**src/rtl/core/lbps_pkg.sv**
```systemverilog
package lbps_pkg;

   // Result status codes.
   typedef enum logic [1:0] {
      StAccepted = 2'd0,
      StDropped  = 2'd1,
      StSent     = 2'd2,
      StEmpty    = 2'd3
   } rsp_status_type;

   // Controller states.
   typedef enum logic [1:0] {
      StateIdle,
      StateFetch,
      StateCheck
   } ctrl_state_type;

   // Input kinds.
   localparam logic KindArrival = 1'b0;
   localparam logic KindTick    = 1'b1;

   // Most packets that one tick may release.
   localparam int MaxResults = 32;
   localparam int CntWidth   = 6;

   localparam logic [7:0] BucketReset = 8'd10;

   // Commands from the controller to the datapath.
   typedef struct packed {
      logic arrive;      // store or drop the incoming packet and report it
      logic tick_load;   // load credit, clear pop count and pending result
      logic pop;         // take the head packet into the pending result
      logic emit_pend;   // send the pending result
      logic emit_last;   // mark the result sent in this cycle as last
      logic emit_empty;  // send the empty-tick result
   } dp_cmd_type;

   // Status from the datapath to the controller.
   typedef struct packed {
      logic fits;        // head packet exists, fits credit, pops < limit
      logic pend_valid;  // a popped packet waits to be reported
   } dp_stat_type;

endpackage

```
**src/rtl/core/leaky_bucket_packet_shaper_top.sv**
```systemverilog
// Byte-counting leaky bucket shaper with a circular packet queue. An item is
// transferred in at a rising edge where start is high and busy is low; every
// result is shown for exactly one cycle with rsp_valid high and cannot be held
// off, so the receiver must take each transfer as it comes. An arrival keeps
// busy low and its single result appears in the next cycle, so arrivals may be
// issued back to back. A tick raises busy while it releases its packets (at
// most 32), alternating check and fetch states: each check compares the head
// entry, read from the packet memory through a registered read port, against
// the remaining credit, and each fetch lets the next head be read. Each sent
// packet is reported one check later, once it is known whether it is the last
// of the tick. A tick that releases nothing gives one empty result. The bucket
// size may only be written while busy is low and no result is outstanding.
module leaky_bucket_packet_shaper_top #(
   parameter int QUEUE_DEPTH = 32
) (
   input  logic        clock,
   input  logic        reset,

   // Request channel.
   input  logic        start,
   output logic        busy,
   input  logic        req_kind,
   input  logic [7:0]  req_pkt_size,
   input  logic [15:0] req_pkt_id,

   // Result channel.
   output logic        rsp_valid,
   output logic [1:0]  rsp_status,
   output logic [15:0] rsp_out_id,
   output logic [7:0]  rsp_out_size,
   output logic [5:0]  rsp_waiting,
   output logic        rsp_last,

   // Bucket size register.
   input  logic        csr_we,
   input  logic [7:0]  csr_wdata
);

   lbps_pkg::dp_cmd_type  cmd;
   lbps_pkg::dp_stat_type stat;

   // The controller sequences arrivals and the pop loop of a tick.
   lbps_ctrl u_ctrl (
      .clock    (clock),
      .reset    (reset),
      .start    (start),
      .req_kind (req_kind),
      .stat     (stat),
      .cmd      (cmd),
      .busy     (busy)
   );

   // The datapath holds the queue, the credit counter and the result register.
   lbps_dp #(
      .QUEUE_DEPTH (QUEUE_DEPTH)
   ) u_dp (
      .clock        (clock),
      .reset        (reset),
      .cmd          (cmd),
      .stat         (stat),
      .req_pkt_size (req_pkt_size),
      .req_pkt_id   (req_pkt_id),
      .csr_we       (csr_we),
      .csr_wdata    (csr_wdata),
      .rsp_valid    (rsp_valid),
      .rsp_status   (rsp_status),
      .rsp_out_id   (rsp_out_id),
      .rsp_out_size (rsp_out_size),
      .rsp_waiting  (rsp_waiting),
      .rsp_last     (rsp_last)
   );

endmodule

```
**src/rtl/core/lbps_ctrl.sv**
```systemverilog
module lbps_ctrl (
   input  logic                  clock,
   input  logic                  reset,
   input  logic                  start,
   input  logic                  req_kind,
   input  lbps_pkg::dp_stat_type stat,
   output lbps_pkg::dp_cmd_type  cmd,
   output logic                  busy
);

   lbps_pkg::ctrl_state_type state_ff, state_in;

   always_ff @(posedge clock) begin
      if (reset) begin
         state_ff <= lbps_pkg::StateIdle;
      end else begin
         state_ff <= state_in;
      end
   end

   always_comb begin
      state_in = state_ff;
      cmd      = '0;
      busy     = 1'b1;
      case (state_ff)
         lbps_pkg::StateIdle: begin
            busy = 1'b0;
            if (start) begin
               if (req_kind == lbps_pkg::KindArrival) begin
                  cmd.arrive = 1'b1;
               end else begin
                  cmd.tick_load = 1'b1;
                  state_in      = lbps_pkg::StateCheck;
               end
            end
         end
         lbps_pkg::StateFetch: begin
            state_in = lbps_pkg::StateCheck;
         end
         lbps_pkg::StateCheck: begin
            // A previous pop is reported now; it is last only if nothing follows.
            cmd.emit_pend = stat.pend_valid;
            cmd.emit_last = !stat.fits;
            if (stat.fits) begin
               cmd.pop  = 1'b1;
               state_in = lbps_pkg::StateFetch;
            end else begin
               cmd.emit_empty = !stat.pend_valid;
               state_in       = lbps_pkg::StateIdle;
            end
         end
         default: begin
            state_in = lbps_pkg::StateIdle;
         end
      endcase
   end

endmodule

```
**src/rtl/core/lbps_dp.sv**
```systemverilog
module lbps_dp #(
   parameter int QUEUE_DEPTH = 32
) (
   input  logic                  clock,
   input  logic                  reset,
   input  lbps_pkg::dp_cmd_type  cmd,
   output lbps_pkg::dp_stat_type stat,
   input  logic [7:0]            req_pkt_size,
   input  logic [15:0]           req_pkt_id,
   input  logic                  csr_we,
   input  logic [7:0]            csr_wdata,
   output logic                  rsp_valid,
   output logic [1:0]            rsp_status,
   output logic [15:0]           rsp_out_id,
   output logic [7:0]            rsp_out_size,
   output logic [5:0]            rsp_waiting,
   output logic                  rsp_last
);

   localparam int PtrWidth  = $clog2(QUEUE_DEPTH);
   localparam int FillWidth = $clog2(QUEUE_DEPTH + 1);
   localparam logic [PtrWidth-1:0]  PtrLast = PtrWidth'(QUEUE_DEPTH - 1);
   localparam logic [FillWidth-1:0] FillMax = FillWidth'(QUEUE_DEPTH);

   // Each entry holds {size, id}.
   logic [23:0] mem [QUEUE_DEPTH];
   logic [23:0] rd_data_ff;

   logic [PtrWidth-1:0]  head_ff, tail_ff;
   logic [FillWidth-1:0] fill_ff;
   logic [7:0]           bucket_ff;
   logic [7:0]           credit_ff;
   logic [lbps_pkg::CntWidth-1:0] pops_ff;

   logic        pend_valid_ff;
   logic [15:0] pend_id_ff;
   logic [7:0]  pend_size_ff;
   logic [5:0]  pend_wait_ff;

   logic                     rsp_valid_ff;
   lbps_pkg::rsp_status_type rsp_status_ff;
   logic [15:0]              rsp_id_ff;
   logic [7:0]               rsp_size_ff;
   logic [5:0]               rsp_wait_ff;
   logic                     rsp_last_ff;

   logic       not_full;
   logic [7:0] head_size;

   assign not_full  = (fill_ff != FillMax);
   assign head_size = rd_data_ff[23:16];

   assign stat.fits = (fill_ff != '0)
                      && (pops_ff < lbps_pkg::CntWidth'(lbps_pkg::MaxResults))
                      && (head_size <= credit_ff);
   assign stat.pend_valid = pend_valid_ff;

   // Packet memory: written at the tail, read at the head every cycle.
   always_ff @(posedge clock) begin
      if (cmd.arrive && not_full) begin
         mem[tail_ff] <= {req_pkt_size, req_pkt_id};
      end
      rd_data_ff <= mem[head_ff];
   end

   // Queue pointers, fill count and bucket size.
   always_ff @(posedge clock) begin
      if (reset) begin
         head_ff   <= '0;
         tail_ff   <= '0;
         fill_ff   <= '0;
         bucket_ff <= lbps_pkg::BucketReset;
      end else begin
         if (csr_we) begin
            bucket_ff <= csr_wdata;
         end
         if (cmd.arrive && not_full) begin
            tail_ff <= (tail_ff == PtrLast) ? '0 : tail_ff + 1'b1;
            fill_ff <= fill_ff + 1'b1;
         end
         if (cmd.pop) begin
            head_ff <= (head_ff == PtrLast) ? '0 : head_ff + 1'b1;
            fill_ff <= fill_ff - 1'b1;
         end
      end
   end

   // Tick working state: credit, pop count and the result held back
   // until it is known whether another packet follows it.
   always_ff @(posedge clock) begin
      if (reset) begin
         pend_valid_ff <= 1'b0;
      end else if (cmd.tick_load) begin
         pend_valid_ff <= 1'b0;
      end else if (cmd.pop) begin
         pend_valid_ff <= 1'b1;
      end
   end

   always_ff @(posedge clock) begin
      if (cmd.tick_load) begin
         credit_ff <= bucket_ff;
         pops_ff   <= '0;
      end else if (cmd.pop) begin
         credit_ff    <= credit_ff - head_size;
         pops_ff      <= pops_ff + 1'b1;
         pend_id_ff   <= rd_data_ff[15:0];
         pend_size_ff <= head_size;
         pend_wait_ff <= 6'(fill_ff - 1'b1);
      end
   end

   // Result register.
   always_ff @(posedge clock) begin
      if (reset) begin
         rsp_valid_ff <= 1'b0;
      end else begin
         rsp_valid_ff <= cmd.arrive || cmd.emit_pend || cmd.emit_empty;
      end
   end

   always_ff @(posedge clock) begin
      if (cmd.arrive) begin
         rsp_status_ff <= not_full ? lbps_pkg::StAccepted : lbps_pkg::StDropped;
         rsp_id_ff     <= req_pkt_id;
         rsp_size_ff   <= req_pkt_size;
         rsp_wait_ff   <= not_full ? 6'(fill_ff + 1'b1) : 6'(fill_ff);
         rsp_last_ff   <= 1'b1;
      end else if (cmd.emit_pend) begin
         rsp_status_ff <= lbps_pkg::StSent;
         rsp_id_ff     <= pend_id_ff;
         rsp_size_ff   <= pend_size_ff;
         rsp_wait_ff   <= pend_wait_ff;
         rsp_last_ff   <= cmd.emit_last;
      end else if (cmd.emit_empty) begin
         rsp_status_ff <= lbps_pkg::StEmpty;
         rsp_id_ff     <= '0;
         rsp_size_ff   <= '0;
         rsp_wait_ff   <= 6'(fill_ff);
         rsp_last_ff   <= 1'b1;
      end
   end

   assign rsp_valid    = rsp_valid_ff;
   assign rsp_status   = rsp_status_ff;
   assign rsp_out_id   = rsp_id_ff;
   assign rsp_out_size = rsp_size_ff;
   assign rsp_waiting  = rsp_wait_ff;
   assign rsp_last     = rsp_last_ff;

endmodule

```
**config.mk**
```make
export PLATFORM = sky130hd
export DESIGN_NAME = leaky_bucket_packet_shaper_top
export DESIGN_NICKNAME = d
export VERILOG_FILES = /design/src/rtl/core/lbps_pkg.sv /design/src/rtl/core/leaky_bucket_packet_shaper_top.sv /design/src/rtl/core/lbps_ctrl.sv /design/src/rtl/core/lbps_dp.sv
export SDC_FILE = /design/constraint.sdc
export NUM_CORES = 1
export LEC_CHECK = 0
export ABC_CLOCK_PERIOD_IN_PS = 6340
export BUFFER_PORTS_ARGS = -buffer_cell sky130_fd_sc_hd__buf_4
export CORE_MARGIN = 1
export CORE_UTILIZATION = 67
export CTS_BUF_LIST = sky130_fd_sc_hd__clkbuf_8 sky130_fd_sc_hd__clkbuf_16
export CTS_CLUSTER_DIAMETER = 60
export CTS_CLUSTER_SIZE = 28
export DETAILED_ROUTE_END_ITERATION = 8
export PLACE_DENSITY_LB_ADDON = 0.2
export SKIP_LAST_GASP = 1
export SLEW_MARGIN = 0
export SYNTH_ARGS = -nofsm -noshare
export SYNTH_HDL_FRONTEND = slang
export SYNTH_SLANG_ARGS = --single-unit
```
**constraint.sdc**
```tcl
create_clock -name clock -period 6.34 [get_ports clock]
set_input_delay 0.951 -clock clock [delete_from_list [all_inputs] [get_ports clock]]
set_output_delay 0.951 -clock clock [all_outputs]
set_load 0.005 [all_outputs]
```
==> flow_summary.ini <==
[power_and_ir_drop]
leakagePower_uw = 0.01147
total_power_uw = 10630
ir_drop_mv = 0.2861
cellPowerDensity_nw_per_um2 = 284.7

[logic_synthesis]
synth_cells = 1559
syn_avg_cell_area_um2 = 22.09
synth_top_area_share_pct = 73.07
syn_nets = 1615
synth_area_leaders = edfxtp_1 73%, mux4_2 15%, dfxtp_1 3.4%, mux2_2 0.78%, ha_1 0.65%
ys_types = 56
ys_seq_area_share_pct = 76.50
synth.cell_area_um2 = 34440
synth_flop_cell = edfxtp_1
ys_ff_latch = 897
async_flop_share_pct = 0
synth_edf_count = 838
synth_top_area_cell = edfxtp_1
yosys_warnings = 0

[sta]
fmax_mhz = 306.9
slew_viol_final = 0
slew_headroom_pct = 27.11
tns_ps = 0
hold_viol_final = 0
finalSetupViolations = 0
period_share_pct = 51.40
holdWs_ps = 412.1
skew_ps = 30.06
fin_crit_ps = 3259
max_slew.worst_pin.slew_ps = 1093
rsz0062_at_grt = no

[worst_setup_path]
cp.required_ps = 6870
r2r_start = u_dp.fill_ff[0]
cp-end-kind = flip-flop
path_max_fanout = 41
critPathMaxStageDelay_ps = 710
cp-start-kind = flip-flop
reg2reg_slack_ps = 3080
cp.buffers_inverters = 2
criticalPathCategory = flip-flop to flip-flop
r2r_cells = 9
slowest_stage = inv_2
critPathTopFamily = simple AND/OR/NAND/NOR gates
worst_ep_arrival_time_ps = 3790
path_common_cell = nor3b_2
worstPathCellList = inv_1 > ha_1 > nor3b_2 > nor3b_2 > nor4b_2 > nor2_4 > inv_2 > a211oi_1 > mux2_1
worstReg2RegEnd = u_dp.fill_ff[3]

[final_layout]
fin_area_um2 = 37350
fin_nets = 1665
drive_gt1_share_pct = 28.46
fillers = 2758
area_growth_pct = 8.447

[clocking]
cts_inserted_buffers = 48
tritoncts = yes
clk_path_buf_depth = 3
cts_setup_buffers = 0
clkTransAtPathRegs_ps = 90
cts_root_buf = clkbuf_16
insertion_delay_ps = 650
cts.sinks = 897
cts_hold_buffers = 0
htreeDepth = 2
cts_resized = 0

[global_routing]
grt_max_degree = 90
antenna_found_initial = 8
track_usage_pct = 31.91
grt_pass1_wl_um = 114600
grt.overflow.total = 0
grt_pass1_vias = 15830

[floorplan]
start_util_pct = 68.22
die_x_um = 228.7
die_area_um2 = 52310
rows = 82
ios = 72
design.core.area_um2 = 50480
die_h_um = 228.7

[drt]
ant_nets = 0
wl_met1_um = 30210
avgRoutedWirePerCell_um = 34.76
routed_wl_um = 80720
vias = 16350
dr_wl_met2_um = 38440
wl_met3_um = 9626
routed_via_density = 7.041
highest_layer = met5
firstDrtPassIters = 5
post-route-drc-count = 0
dr.first_iter.drc_count = 2326

[min_path]
min_to = u_dp.pend_id_ff[14]
hold_start = u_dp.rd_data_ff[14]
whs_path_depth = 0
hold_class = flip-flop to flip-flop

[placed_design]
portBuffers = 71
placed_area_um2 = 35660
place_hpwl_um = 47860
gp_congestion = 0.8527

[outcome]
status = finished, final reports clean

[job]
drv_cap = 0
==> power by group <==
| group | internal, uW | switching (uW) | total [uW] | leakage, uW |
|---|---|---|---|---|
| clock | 1550 | 2050 | 3600 | 0.000845 |
| sequential | 6530 | 40.0 | 6570 | 0.00805 |
| combinational | 169 | 298 | 467 | 0.00258 |
==> how the worst max path moves through the flow <==
stage | start | end | slack [ps] | depth (start not counted)
global route | u_dp.credit_ff[0] | u_dp.fill_ff[3] | 2850 | 10
CTS | u_dp.credit_ff[0] | u_dp.fill_ff[3] | 3090 | 10
finish | u_dp.fill_ff[0] | u_dp.fill_ff[3] | 3080 | 9
global placement | req_kind | u_dp.mem[13][20] | 2790 | 7
detailed placement | req_kind | u_dp.mem[12][10] | 2640 | 7
floorplan | req_kind | u_dp.mem[10][0] | 2830 | 6
==> kinds of logic (layout without fill, tap and decap cells) <==
| logic type | after synthesis | after routing | synth area share [%] |
|---|---|---|---|
| flops | 897 | 897 | 76.50 |
| mux | 275 | 275 | 16.86 |
| simple gates | 168 | 168 | 2.482 |
| buf+inv | 100 | 189 | 1.373 |
| compound gates | 90 | 90 | 1.817 |
| fa+ha+maj | 19 | 19 | 0.7121 |
| xor+xnor | 10 | 10 | 0.2543 |
| other cells | 0 | 2 | 0 |
==> synth_stat cells (all sizes together) (3+ instances only) <==
cell / count
a21oi: 26
a22o: 24
a31oi: 4
and2: 19
and3: 8
buf: 30
clkbuf: 51
dfxtp: 59
edfxtp: 838
ha: 18
inv: 19
mux2: 28
mux2i: 7
mux4: 240
nand2: 38
nand3: 8
nand4: 3
nor2: 52
nor2b: 7
nor3: 9
nor3b: 5
o21a: 3
o21ai: 14
or3: 8
xnor2: 6
xor2: 4
==> state kept, by name, summed over array words and instances (netlist names) <==
name	count
u_dp.mem	768
u_dp.rd_data_ff	24
u_dp.pend_id_ff	16
u_dp.rsp_out_id	16
u_dp.bucket_ff	8
u_dp.credit_ff	8
u_dp.pend_size_ff	8
u_dp.rsp_out_size	8
u_dp.fill_ff	6
u_dp.pend_wait_ff	6
u_dp.pops_ff	6
u_dp.rsp_waiting	6
u_dp.head_ff	5
u_dp.tail_ff	5
u_ctrl.state_ff	2
u_dp.rsp_status	2
u_dp.pend_valid_ff	1
u_dp.rsp_last	1
u_dp.rsp_valid	1
==> placed cells by master, fill, tap and decap left out, types with 7 or more instances in the layout <==
cell and count:
a22o_1 24, nand2_1 37, mux2_2 24, nand3_1 8, a21oi_1 26, buf_4 78, o21ai_1 11, clkinv_8 8
nor3_1 9, mux4_2 236, edfxtp_1 838, and2_2 16, clkbuf_16 49, ha_1 18, mux2i_1 7, nor2_1 39
nor2b_1 7, dfxtp_1 54, inv_1 24, nor2_4 13, or3_1 8
==> metrics by stage <==
stage,util (%),std cells,worst slack [ps]
after global placement,70.65,2231,2790
after CTS,73.97,2320,3088
final,73.98,2322,3081
after global routing,73.97,2320,2851
after detailed placement,70.65,2231,2644
after floorplan,-,1559,2829
==> layout make-up <==
cell class	instances	area [um^2]	area share, %
flip-flops and latches	897	26360	70.58
multi-input cells	562	7745	20.74
clock buffers	49	1226	3.283
well taps	672	840.8	2.251
repair buffers	81	645.6	1.729
clock inverters	40	452.9	1.213
inverters	19	71.32	0.1910
diodes	2	5.005	0.01340
==> per-layer routing <==
metal / track usage [%] / vias up
li1: - / 6581
met2: 48.46 / 1036
met5: 0 / -
met1: 47.77 / 8616
met4: 9.333 / 6
met3: 7.148 / 110
==> worst register-to-register path: cells and delay by family, from the launching register on <==
kind                     cells  cell delay, ps
AND/OR/NAND/NOR              4            1050
flip-flops                   1             440
AO/OA/AOI/OAI                1             210
adder cells (fa/ha/maj)      1             260
buffers and inverters        2             830
multiplexers                 1             350
Power figures use the tool's default switching activity.
